<file path="src/rtl/core/qlm_pkg.sv">
`timescale 1ns / 1ps
`default_nettype none

package qlm_pkg;

  // Widths fixed by the word format on the ports
  localparam int unsigned LockInW  = 5;
  localparam int unsigned LockIdxW = LockInW - 1;
  localparam int unsigned PidInW   = 8;
  localparam int unsigned StatusW  = 4;

  typedef enum logic {
    OP_ACQUIRE = 1'b0,
    OP_RELEASE = 1'b1
  } op_e;

  typedef enum logic [StatusW-1:0] {
    ST_GRANTED   = 4'd0,
    ST_REENTRANT = 4'd1,
    ST_QUEUED    = 4'd2,
    ST_FULL      = 4'd3,
    ST_IGNORED   = 4'd4,
    ST_EMPTIED   = 4'd5,
    ST_PASSED_ON = 4'd6,
    ST_NOT_OWNER = 4'd7,
    ST_UNLOCKED  = 4'd8
  } status_e;

  // Classified request, as held between front and back
  typedef struct packed {
    op_e                 op;
    logic                ignore;
    logic [LockIdxW-1:0] lock;
    logic [PidInW-1:0]   pid;
  } cmd_t;

  typedef struct packed {
    status_e           status;
    logic              wake_valid;
    logic [PidInW-1:0] wake_pid;
    logic              owner_valid;
    logic [PidInW-1:0] owner_pid;
  } res_t;

endpackage

`default_nettype wire

</file>
<file path="src/rtl/core/qlm_ram.sv">
`timescale 1ns / 1ps
`default_nettype none

module qlm_ram #(
  parameter int unsigned WIDTH = 8,
  parameter int unsigned DEPTH = 128,
  parameter int unsigned AW    = (DEPTH > 1) ? $clog2(DEPTH) : 1
) (
  input  logic             clk_i,
  input  logic             we_i,
  input  logic [AW-1:0]    waddr_i,
  input  logic [WIDTH-1:0] wdata_i,
  input  logic             re_i,
  input  logic [AW-1:0]    raddr_i,
  output logic [WIDTH-1:0] rdata_o
);

  logic [WIDTH-1:0] mem_q [DEPTH];
  logic [WIDTH-1:0] rdata_q;

  always_ff @(posedge clk_i) begin
    if (we_i) begin
      mem_q[waddr_i] <= wdata_i;
    end
    if (re_i) begin
      rdata_q <= mem_q[raddr_i];
    end
  end

  assign rdata_o = rdata_q;

endmodule

`default_nettype wire

</file>
<file path="src/rtl/core/qlm_fifo.sv">
`timescale 1ns / 1ps
`default_nettype none

module qlm_fifo (
  input  logic          clk_i,
  input  logic          rst_ni,
  input  logic          push_i,
  input  qlm_pkg::cmd_t wdata_i,
  output logic          full_o,
  input  logic          pop_i,
  output qlm_pkg::cmd_t rdata_o,
  output logic          empty_o
);
  import qlm_pkg::*;

  cmd_t       slot_q [2];
  logic       wr_ptr_q, rd_ptr_q;
  logic [1:0] fill_q;
  logic       do_push, do_pop;

  assign full_o  = (fill_q == 2'd2);
  assign empty_o = (fill_q == 2'd0);
  assign do_push = push_i && !full_o;
  assign do_pop  = pop_i && !empty_o;
  assign rdata_o = slot_q[rd_ptr_q];

  always_ff @(posedge clk_i) begin
    if (do_push) begin
      slot_q[wr_ptr_q] <= wdata_i;
    end
  end

  always_ff @(posedge clk_i or negedge rst_ni) begin
    if (!rst_ni) begin
      wr_ptr_q <= 1'b0;
      rd_ptr_q <= 1'b0;
      fill_q   <= 2'd0;
    end else begin
      if (do_push) begin
        wr_ptr_q <= !wr_ptr_q;
      end
      if (do_pop) begin
        rd_ptr_q <= !rd_ptr_q;
      end
      if (do_push && !do_pop) begin
        fill_q <= fill_q + 2'd1;
      end else if (do_pop && !do_push) begin
        fill_q <= fill_q - 2'd1;
      end
    end
  end

endmodule

`default_nettype wire

</file>
<file path="src/rtl/core/qlm_front.sv">
`timescale 1ns / 1ps
`default_nettype none

module qlm_front #(
  parameter int unsigned LOCK_COUNT = 16
) (
  input  logic                         push_i,
  input  logic                         queue_full_i,
  input  logic                         opcode_i,
  input  logic [qlm_pkg::LockInW-1:0]  lock_id_i,
  input  logic [qlm_pkg::PidInW-1:0]   requester_i,
  output logic                         push_o,
  output qlm_pkg::cmd_t                cmd_o
);
  import qlm_pkg::*;

  logic out_of_range;

  // Negative ids have the sign bit set; the rest are checked against the lock count
  assign out_of_range = (32'(lock_id_i[LockIdxW-1:0]) >= 32'(LOCK_COUNT));

  assign push_o       = push_i && !queue_full_i;
  assign cmd_o.op     = op_e'(opcode_i);
  assign cmd_o.ignore = lock_id_i[LockInW-1] || out_of_range;
  assign cmd_o.lock   = lock_id_i[LockIdxW-1:0];
  assign cmd_o.pid    = requester_i;

endmodule

`default_nettype wire

</file>
<file path="src/rtl/core/qlm_back.sv">
`timescale 1ns / 1ps
`default_nettype none

module qlm_back #(
  parameter int unsigned LOCK_COUNT  = 16,
  parameter int unsigned QUEUE_DEPTH = 8,
  parameter int unsigned PID_BITS    = 8
) (
  input  logic          clk_i,
  input  logic          rst_ni,
  input  logic          cmd_valid_i,
  input  qlm_pkg::cmd_t cmd_i,
  output logic          cmd_pop_o,
  output logic          res_valid_o,
  output qlm_pkg::res_t res_o,
  input  logic          res_pop_i
);
  import qlm_pkg::*;

  localparam int unsigned LW    = (LOCK_COUNT > 1) ? $clog2(LOCK_COUNT) : 1;
  localparam int unsigned HW    = $clog2(QUEUE_DEPTH);
  localparam int unsigned CW    = $clog2(QUEUE_DEPTH + 1);
  localparam int unsigned DEPTH = LOCK_COUNT * QUEUE_DEPTH;
  localparam int unsigned AW    = $clog2(DEPTH);
  localparam int unsigned SW    = (PID_BITS < PidInW) ? PID_BITS : PidInW;

  typedef enum logic [2:0] {
    S_IDLE = 3'b001,
    S_EVAL = 3'b010,
    S_NEXT = 3'b100
  } state_e;

  state_e         state_q, state_d;
  cmd_t           cmd_q, cmd_d;
  logic [HW-1:0]  head_q  [LOCK_COUNT];
  logic [CW-1:0]  count_q [LOCK_COUNT];
  res_t           res_q, res_d;
  logic           res_valid_q;
  logic           res_load;

  logic           upd;
  logic [HW-1:0]  upd_head;
  logic [CW-1:0]  upd_count;

  logic           ram_we, ram_re;
  logic [AW-1:0]  ram_waddr, ram_raddr;
  logic [SW-1:0]  ram_wdata, ram_rdata;

  logic [LW-1:0]  lk_new, lk;
  logic [HW-1:0]  cur_head, next_head, tail;
  logic [CW-1:0]  cur_count;
  logic [SW-1:0]  pid;
  logic           match, out_free;
  int unsigned    tail_sum;

  function automatic logic [AW-1:0] slot_addr(logic [LW-1:0] lock, logic [HW-1:0] ring);
    return AW'(32'(lock) * QUEUE_DEPTH + 32'(ring));
  endfunction

  qlm_ram #(
    .WIDTH (SW),
    .DEPTH (DEPTH)
  ) u_waiters (
    .clk_i   (clk_i),
    .we_i    (ram_we),
    .waddr_i (ram_waddr),
    .wdata_i (ram_wdata),
    .re_i    (ram_re),
    .raddr_i (ram_raddr),
    .rdata_o (ram_rdata)
  );

  assign lk_new    = LW'(cmd_i.lock);
  assign lk        = LW'(cmd_q.lock);
  assign cur_head  = head_q[lk];
  assign cur_count = count_q[lk];
  assign pid       = cmd_q.pid[SW-1:0];
  assign match     = (ram_rdata == pid);
  assign next_head = (cur_head == HW'(QUEUE_DEPTH - 1)) ? '0 : cur_head + HW'(1);
  assign tail_sum  = 32'(cur_head) + 32'(cur_count);
  assign tail      = (tail_sum >= QUEUE_DEPTH) ? HW'(tail_sum - QUEUE_DEPTH) : HW'(tail_sum);
  assign out_free  = !res_valid_q || res_pop_i;

  always_comb begin
    state_d   = state_q;
    cmd_d     = cmd_q;
    cmd_pop_o = 1'b0;
    res_d     = '0;
    res_load  = 1'b0;
    upd       = 1'b0;
    upd_head  = cur_head;
    upd_count = cur_count;
    ram_we    = 1'b0;
    ram_waddr = slot_addr(lk, '0);
    ram_wdata = pid;
    ram_re    = 1'b0;
    ram_raddr = slot_addr(lk_new, head_q[lk_new]);

    unique case (state_q)
      S_IDLE: begin
        // Start only with the result slot free, so the finished word always lands
        if (cmd_valid_i && out_free) begin
          cmd_pop_o = 1'b1;
          cmd_d     = cmd_i;
          if (cmd_i.ignore) begin
            res_d.status = ST_IGNORED;
            res_load     = 1'b1;
          end else begin
            ram_re  = 1'b1;
            state_d = S_EVAL;
          end
        end
      end

      S_EVAL: begin
        state_d = S_IDLE;
        if (cmd_q.op == OP_ACQUIRE) begin
          res_load          = 1'b1;
          res_d.owner_valid = 1'b1;
          res_d.owner_pid   = PidInW'(ram_rdata);
          if (cur_count == '0) begin
            ram_we          = 1'b1;
            upd             = 1'b1;
            upd_head        = '0;
            upd_count       = CW'(1);
            res_d.status    = ST_GRANTED;
            res_d.owner_pid = PidInW'(pid);
          end else if (match) begin
            res_d.status = ST_REENTRANT;
          end else if (cur_count == CW'(QUEUE_DEPTH)) begin
            res_d.status = ST_FULL;
          end else begin
            ram_we       = 1'b1;
            ram_waddr    = slot_addr(lk, tail);
            upd          = 1'b1;
            upd_count    = cur_count + CW'(1);
            res_d.status = ST_QUEUED;
          end
        end else begin
          if (cur_count == '0) begin
            res_load     = 1'b1;
            res_d.status = ST_UNLOCKED;
          end else if (cur_count == CW'(1)) begin
            res_load     = 1'b1;
            upd          = 1'b1;
            upd_head     = '0;
            upd_count    = '0;
            res_d.status = ST_EMPTIED;
          end else if (match) begin
            // Pop the owner, then fetch the new head to wake it
            upd       = 1'b1;
            upd_head  = next_head;
            upd_count = cur_count - CW'(1);
            ram_re    = 1'b1;
            ram_raddr = slot_addr(lk, next_head);
            state_d   = S_NEXT;
          end else begin
            res_load          = 1'b1;
            res_d.status      = ST_NOT_OWNER;
            res_d.wake_valid  = 1'b1;
            res_d.wake_pid    = PidInW'(ram_rdata);
            res_d.owner_valid = 1'b1;
            res_d.owner_pid   = PidInW'(ram_rdata);
          end
        end
      end

      S_NEXT: begin
        state_d           = S_IDLE;
        res_load          = 1'b1;
        res_d.status      = ST_PASSED_ON;
        res_d.wake_valid  = 1'b1;
        res_d.wake_pid    = PidInW'(ram_rdata);
        res_d.owner_valid = 1'b1;
        res_d.owner_pid   = PidInW'(ram_rdata);
      end

      default: begin
        state_d = S_IDLE;
      end
    endcase
  end

  always_ff @(posedge clk_i) begin
    cmd_q <= cmd_d;
    if (res_load) begin
      res_q <= res_d;
    end
  end

  always_ff @(posedge clk_i or negedge rst_ni) begin
    if (!rst_ni) begin
      state_q     <= S_IDLE;
      res_valid_q <= 1'b0;
      for (int i = 0; i < LOCK_COUNT; i++) begin
        head_q[i]  <= '0;
        count_q[i] <= '0;
      end
    end else begin
      state_q <= state_d;
      if (res_load) begin
        res_valid_q <= 1'b1;
      end else if (res_pop_i) begin
        res_valid_q <= 1'b0;
      end
      if (upd) begin
        head_q[lk]  <= upd_head;
        count_q[lk] <= upd_count;
      end
    end
  end

  assign res_valid_o = res_valid_q;
  assign res_o       = res_q;

endmodule

`default_nettype wire

</file>
<file path="src/rtl/core/queued_lock_manager_top.sv">
// Queued lock manager: LOCK_COUNT locks, each with a first-in-first-out queue of
// requester ids whose head owns the lock.
// Request side: a word is taken at a rising edge with push high and full low.
//   Words land in a two-entry queue, so two requests may wait while the back end
//   is busy or the result is not yet taken.
// Result side: while empty is low the oldest result word sits on the result
//   ports; pop takes it. One result word comes back for every request word.
// Timing: the back end works one request at a time. An ignored lock id is
//   answered from the idle state, an acquire or most releases need a waiter
//   memory read, then the update, and a release that passes the lock on needs a
//   second read to fetch the new owner.
// Stall: while a result word waits, the back end holds the next request in the
//   queue; once the queue is full, full rises until pop drains a word.
// Reset: rst_ni clears every lock to free and both queues to empty; the waiter
//   memory needs no clearing as only entries inside a queue are ever used.
`timescale 1ns / 1ps
`default_nettype none

module queued_lock_manager_top #(
  parameter int unsigned LOCK_COUNT  = 16,
  parameter int unsigned QUEUE_DEPTH = 8,
  parameter int unsigned PID_BITS    = 8
) (
  input  logic                                clk_i,
  input  logic                                rst_ni,
  // request queue side
  input  logic                                push,
  output logic                                full,
  input  logic                                opcode_i,
  input  logic [qlm_pkg::LockInW-1:0]         lock_id_i,
  input  logic [qlm_pkg::PidInW-1:0]          requester_i,
  // result queue side
  output logic                                empty,
  input  logic                                pop,
  output logic [qlm_pkg::StatusW-1:0]         status_o,
  output logic                                wake_valid_o,
  output logic [qlm_pkg::PidInW-1:0]          wake_pid_o,
  output logic                                owner_valid_o,
  output logic [qlm_pkg::PidInW-1:0]          owner_pid_o
);
  import qlm_pkg::*;

  cmd_t front_cmd, queued_cmd;
  logic front_push, cmd_full, cmd_empty, cmd_pop;
  res_t res;
  logic res_valid;

  // Classify the request word and gate the push against the command queue
  qlm_front #(
    .LOCK_COUNT (LOCK_COUNT)
  ) u_front (
    .push_i       (push),
    .queue_full_i (cmd_full),
    .opcode_i     (opcode_i),
    .lock_id_i    (lock_id_i),
    .requester_i  (requester_i),
    .push_o       (front_push),
    .cmd_o        (front_cmd)
  );

  // Hold classified requests so the front keeps taking words while the back works
  qlm_fifo u_cmd_queue (
    .clk_i   (clk_i),
    .rst_ni  (rst_ni),
    .push_i  (front_push),
    .wdata_i (front_cmd),
    .full_o  (cmd_full),
    .pop_i   (cmd_pop),
    .rdata_o (queued_cmd),
    .empty_o (cmd_empty)
  );

  // Read-modify-write of the per-lock queue and the result register
  qlm_back #(
    .LOCK_COUNT  (LOCK_COUNT),
    .QUEUE_DEPTH (QUEUE_DEPTH),
    .PID_BITS    (PID_BITS)
  ) u_back (
    .clk_i       (clk_i),
    .rst_ni      (rst_ni),
    .cmd_valid_i (!cmd_empty),
    .cmd_i       (queued_cmd),
    .cmd_pop_o   (cmd_pop),
    .res_valid_o (res_valid),
    .res_o       (res),
    .res_pop_i   (pop)
  );

  assign full          = cmd_full;
  assign empty         = !res_valid;
  assign status_o      = res.status;
  assign wake_valid_o  = res.wake_valid;
  assign wake_pid_o    = res.wake_pid;
  assign owner_valid_o = res.owner_valid;
  assign owner_pid_o   = res.owner_pid;

endmodule

`default_nettype wire
</file>
<file path="config.mk">
export PLATFORM = sky130hd
export DESIGN_NAME = queued_lock_manager_top
export DESIGN_NICKNAME = d
export VERILOG_FILES = /design/src/rtl/core/qlm_pkg.sv /design/src/rtl/core/qlm_ram.sv /design/src/rtl/core/qlm_fifo.sv /design/src/rtl/core/qlm_front.sv /design/src/rtl/core/qlm_back.sv /design/src/rtl/core/queued_lock_manager_top.sv
export SDC_FILE = /design/constraint.sdc
export NUM_CORES = 2
export LEC_CHECK = 0
export ABC_AREA = 1
export BUFFER_PORTS_ARGS = -buffer_cell sky130_fd_sc_hd__clkbuf_2
export CAP_MARGIN = 20
export CELL_PAD_IN_SITES_DETAIL_PLACEMENT = 2
export CELL_PAD_IN_SITES_GLOBAL_PLACEMENT = 2
export CORE_MARGIN = 2
export CORE_UTILIZATION = 30
export CTS_CLUSTER_DIAMETER = 150
export CTS_CLUSTER_SIZE = 20
export DETAILED_ROUTE_END_ITERATION = 8
export PLACE_DENSITY = 0.59
export SYNTH_ARGS = -nofsm -noshare
export SYNTH_HDL_FRONTEND = slang
export SYNTH_SLANG_ARGS = --single-unit
</file>
<file path="constraint.sdc">
create_clock -name clk_i -period 5.31 [get_ports clk_i]
set_input_delay 1.062 -clock clk_i [delete_from_list [all_inputs] [get_ports clk_i]]
set_output_delay 1.062 -clock clk_i [all_outputs]
set_load 0.02 [all_outputs]
</file>
==> reports/qor.csv <==
metric,value,unit
design.die.area,0.1862,sq mm
grt_antenna_before_repair,4,
vdd_drop_max,0.4833,mV
cp_data_arrival_time,5.66,ns
cp_data_required_time,5.90,ns
syn_area,0.05483,sq mm
worst_clock_skew,0.03012,ns
mapped_cells,5166,
worstHoldPathType,input port to asynchronous set/reset pin,
dp_hpwl,119500,microns
synthAdderAreaFrac,0.001963,
end_kind,flip-flop,
finalMaxSlewViolations,0,
cell_variety_after_synth,49,
cap_viol_max_count,0,
share_of_final_layout_standard_cells_stronger_than_drive_strength_1,0.07373,
num-nets-final,5185,
synth-simple-area-share,0.2424,
critical-path-top-cell-by-count,sky130_fd_sc_hd__nand2_1,
via_per_inst,5.123,
final-hold-violation-count,0,
final_period_minus_worst_setup_slack,5.072,ns
finalSetupViolCount,0,
effective_utilization_at_floorplan,0.3027,
postSynthRegisterBits,1215,
cts_max_level,3,
critical-path-top-delay-family,simple AND/OR/NAND/NOR gates,
synth_top_family_by_area,simple AND/OR/NAND/NOR gates,
timing.rr.start,u_back.lk[0]$_DFFE_PP_,
max-clock-path-buffers,3,
compound_gate_portion_of_the_synthesized_area,0.02508,
timing.max_slew.rel_slack,0.2281,
cp_max_fo,34,
crit_path_cell_trace,"inv_4, nor2_2, buf_4, a22oi_1, nand2_1, nand2_1, nand4_1, inv_1, ha_1, nand3_4, nand2_1, nor2_2, nand2_2, o21ai_4, inv_2, nand3_1, nand3_1, nand3_1, nand2_1, nand2_1, nand2_1",
reg_to_reg_setup_timing_slack,0.24,ns
pin_count_of_the_biggest_net_entering_global_routing,130,
number_of_global_route_vias_before_repair,41287,
wirelength,196000,microns
routabilityCongestion,0.7956,
powerDensity,602.1,mW/mm^2
clock-sinks,1215,
synth_top_cell_area_share,0.5997,
ys.warnings.count,0,
outcome,completed,
detailedRoute.firstPassIterationCount,5,
synth-edff-count,1095,
chipWidth,431.5,microns
synthToLayoutAreaGrowth,10.11,%
placed_cell_area,0.05840,sq mm
grt_usage,0.2083,
clock_latency,0.72,ns
port-buffer-count,41,
placementRows,156,
synth_nets,5192,
p_leak,23.23,nW
final_cell_area,0.06037,sq mm
measured_slew_at_the_worst_slew_check_pin,1.158,ns
muxShareOfSynthArea,0.0001826,
route.detailed.wl_per_inst,25.95,microns
die_y,431.5,microns
cts_tree,yes,
coreArea,0.1811,sq mm
count_of_cells_along_the_worst_register_to_register_path,21,
yosys-top-cells-area,"sky130_fd_sc_hd__edfxtp_1 (60%), sky130_fd_sc_hd__nand3_1 (9.9%), sky130_fd_sc_hd__nand2_1 (7.2%)",
grt_remaining_overflow,0,
synth.avg_cell_area,10.61,sq um
critical_setup_path_kind,flip-flop to flip-flop,
max_stage_delay,0.80,ns
synth_ff_type,sky130_fd_sc_hd__edfxtp_1,
num_io_pins,42,
yosys.area_share.xor_xnor,0.001438,
tns,0,ns
root_buffer,sky130_fd_sc_hd__clkbuf_16,
worst_r2r_endpoint,u_back.u_waiters.rdata_o[0]$_DFFE_PP_,
num_vias,38701,
crit_buf_inv,4,
postRouteAntennaNets,0,
slowest_stage_cell_cp,sky130_fd_sc_hd__inv_2,
synth-async-reset-ratio,0.09877,
drt_drc_violations_left,0,
rsz0062_at_grt,no,
crit_path_start_kind,flip-flop,
clock_pin_slew_on_the_worst_setup_and_hold_paths,0.10,ns
cts_made_buffers,70,
maxClockFrequency,0.1972,GHz
crit_start,u_back.lk[0]$_DFFE_PP_,
finalCritPeriodShare,0.9552,
drt_iter0_markers,2696,
proportion_of_synthesized_chip_area_in_sequential_cells,0.6545,
grt_pass1_wl,288100,microns
synth_top_area_cell,sky130_fd_sc_hd__edfxtp_1,
[worst register-to-register path: stages, from the launching register on]
cell                       delay (ns)
sky130_fd_sc_hd__edfxtp_1        0.55
sky130_fd_sc_hd__inv_4           0.11
sky130_fd_sc_hd__nor2_2          0.04
sky130_fd_sc_hd__buf_4           0.18
sky130_fd_sc_hd__a22oi_1         0.35
sky130_fd_sc_hd__nand2_1         0.12
sky130_fd_sc_hd__nand2_1         0.07
sky130_fd_sc_hd__nand4_1         0.26
sky130_fd_sc_hd__inv_1           0.27
sky130_fd_sc_hd__ha_1            0.27
sky130_fd_sc_hd__nand3_4         0.16
sky130_fd_sc_hd__nand2_1         0.16
sky130_fd_sc_hd__nor2_2          0.07
sky130_fd_sc_hd__nand2_2         0.18
sky130_fd_sc_hd__o21ai_4         0.09
sky130_fd_sc_hd__inv_2           0.80
sky130_fd_sc_hd__nand3_1         0.48
sky130_fd_sc_hd__nand3_1         0.39
sky130_fd_sc_hd__nand3_1         0.16
sky130_fd_sc_hd__nand2_1         0.11
sky130_fd_sc_hd__nand2_1         0.06
sky130_fd_sc_hd__nand2_1         0.06
[state kept, by name, indices dropped and copies added, names as in the netlist]
register	count
u_back.cmd_q	1
u_back.count_q	64
u_back.head_q	48
u_back.lk	4
u_back.pid	8
u_back.res_o	22
u_back.res_valid_o	1
u_back.state_q	3
u_back.u_waiters.mem_q	1024
u_back.u_waiters.rdata_o	8
u_cmd_queue.fill_q	2
u_cmd_queue.rd_ptr_q	1
u_cmd_queue.slot_q	28
u_cmd_queue.wr_ptr_q	1
[what timing repair did]
item	4_1_cts	5_1_grt
hold buffers	0	0
resized for setup	0	1
endpoints found under the setup margin	0	65
setup buffers	0	4
[through the flow]
step | instances | hold slack (ns) | util | power [mW] | worst slack (ns)
after floorplan | 5166 | 0.4422 | - | 22.97 | 0.9419
after global placement | 7453 | 0.4564 | 0.3224 | 30.75 | 0.2386
after detailed placement | 7453 | 0.4664 | 0.3224 | 30.99 | 0.1444
after CTS | 7547 | 0.4632 | 0.3331 | 36.89 | 0.1136
after global routing | 7552 | 0.5080 | 0.3333 | 38.55 | 0.002462
final | 7554 | 0.4802 | 0.3333 | 36.35 | 0.2377
[how the worst max path moves through the flow]
stage	endpoint	cells after the start
after floorplan	u_back.u_waiters.mem_q[31][0]$_DFFE_PP_	15
after global placement	u_back.u_waiters.rdata_o[2]$_DFFE_PP_	23
after detailed placement	u_back.u_waiters.rdata_o[5]$_DFFE_PP_	23
after CTS	u_back.u_waiters.mem_q[31][6]$_DFFE_PP_	20
after global routing	u_back.u_waiters.rdata_o[5]$_DFFE_PP_	24
final	u_back.u_waiters.rdata_o[0]$_DFFE_PP_	21
[placed cells by master (no fill, tap or decap), drive strengths merged, types with 8 or more instances in the layout]
cell type  instances
nand2           1059
a21oi             19
or2                9
o211ai            18
nand3b           380
o22ai             18
o21ai            137
inv              638
xor2               8
buf              198
dfrtp            119
edfxtp          1095
nor3               8
clkbuf           129
nor2             190
a22oi             33
nand3           1090
nand4             12
[layout make-up]
cell class | instances | area, sq um
Clock inverter | 5 | 72.57
Timing Repair Buffer | 238 | 2225
Tap cell | 2370 | 2965
Fill cell | 19399 | 120800
Sequential cell | 1215 | 35890
Antenna cell | 3 | 7.507
Inverter | 636 | 2392
Multi-Input combinational cell | 2998 | 14960
Clock buffer | 89 | 1866
[synthesized netlist by cell type, types with 5 or more instances]
master / count
sky130_fd_sc_hd__nand2_2: 6
sky130_fd_sc_hd__o22ai_1: 18
sky130_fd_sc_hd__nand4_1: 12
sky130_fd_sc_hd__nand3_1: 1087
sky130_fd_sc_hd__inv_2: 12
sky130_fd_sc_hd__nor2_1: 182
sky130_fd_sc_hd__xor2_1: 8
sky130_fd_sc_hd__nand2_1: 1050
sky130_fd_sc_hd__a21oi_1: 19
sky130_fd_sc_hd__edfxtp_1: 1095
sky130_fd_sc_hd__o21ai_0: 113
sky130_fd_sc_hd__dfrtp_1: 119
sky130_fd_sc_hd__inv_1: 622
sky130_fd_sc_hd__nand3b_1: 380
sky130_fd_sc_hd__buf_1: 8
sky130_fd_sc_hd__ha_1: 7
sky130_fd_sc_hd__clkbuf_1: 39
sky130_fd_sc_hd__o211ai_1: 18
sky130_fd_sc_hd__or2_2: 8
sky130_fd_sc_hd__buf_6: 13
sky130_fd_sc_hd__buf_2: 227
sky130_fd_sc_hd__a22oi_1: 30
sky130_fd_sc_hd__o21ai_1: 20
sky130_fd_sc_hd__nor2_2: 5
sky130_fd_sc_hd__buf_4: 29
sky130_fd_sc_hd__nor3_1: 7
[power by group]
group / switching [mW] / internal, mW / leakage [nW]
Combinational: 13.5 / 4.68 / 10.7
Clock: 3.32 / 2.54 / 0.942
Sequential: 0.293 / 12.0 / 11.5
[cell families after synthesis]
kind of cell	count (synthesis)
mux	1
compound gates	231
flops	1215
simple gates	2749
fa+ha+maj	8
xor+xnor	9
buf+inv	953
[per-layer routing]
metal,routed length [microns],vias to the layer above,track usage
li1,-,17537,-
met3,5814,175,0.02217
met1,90140,20469,0.2855
met2,95900,520,0.3537
met4,4151,0,0.04844
met5,0,-,0
(Power assumes the default switching activity.)
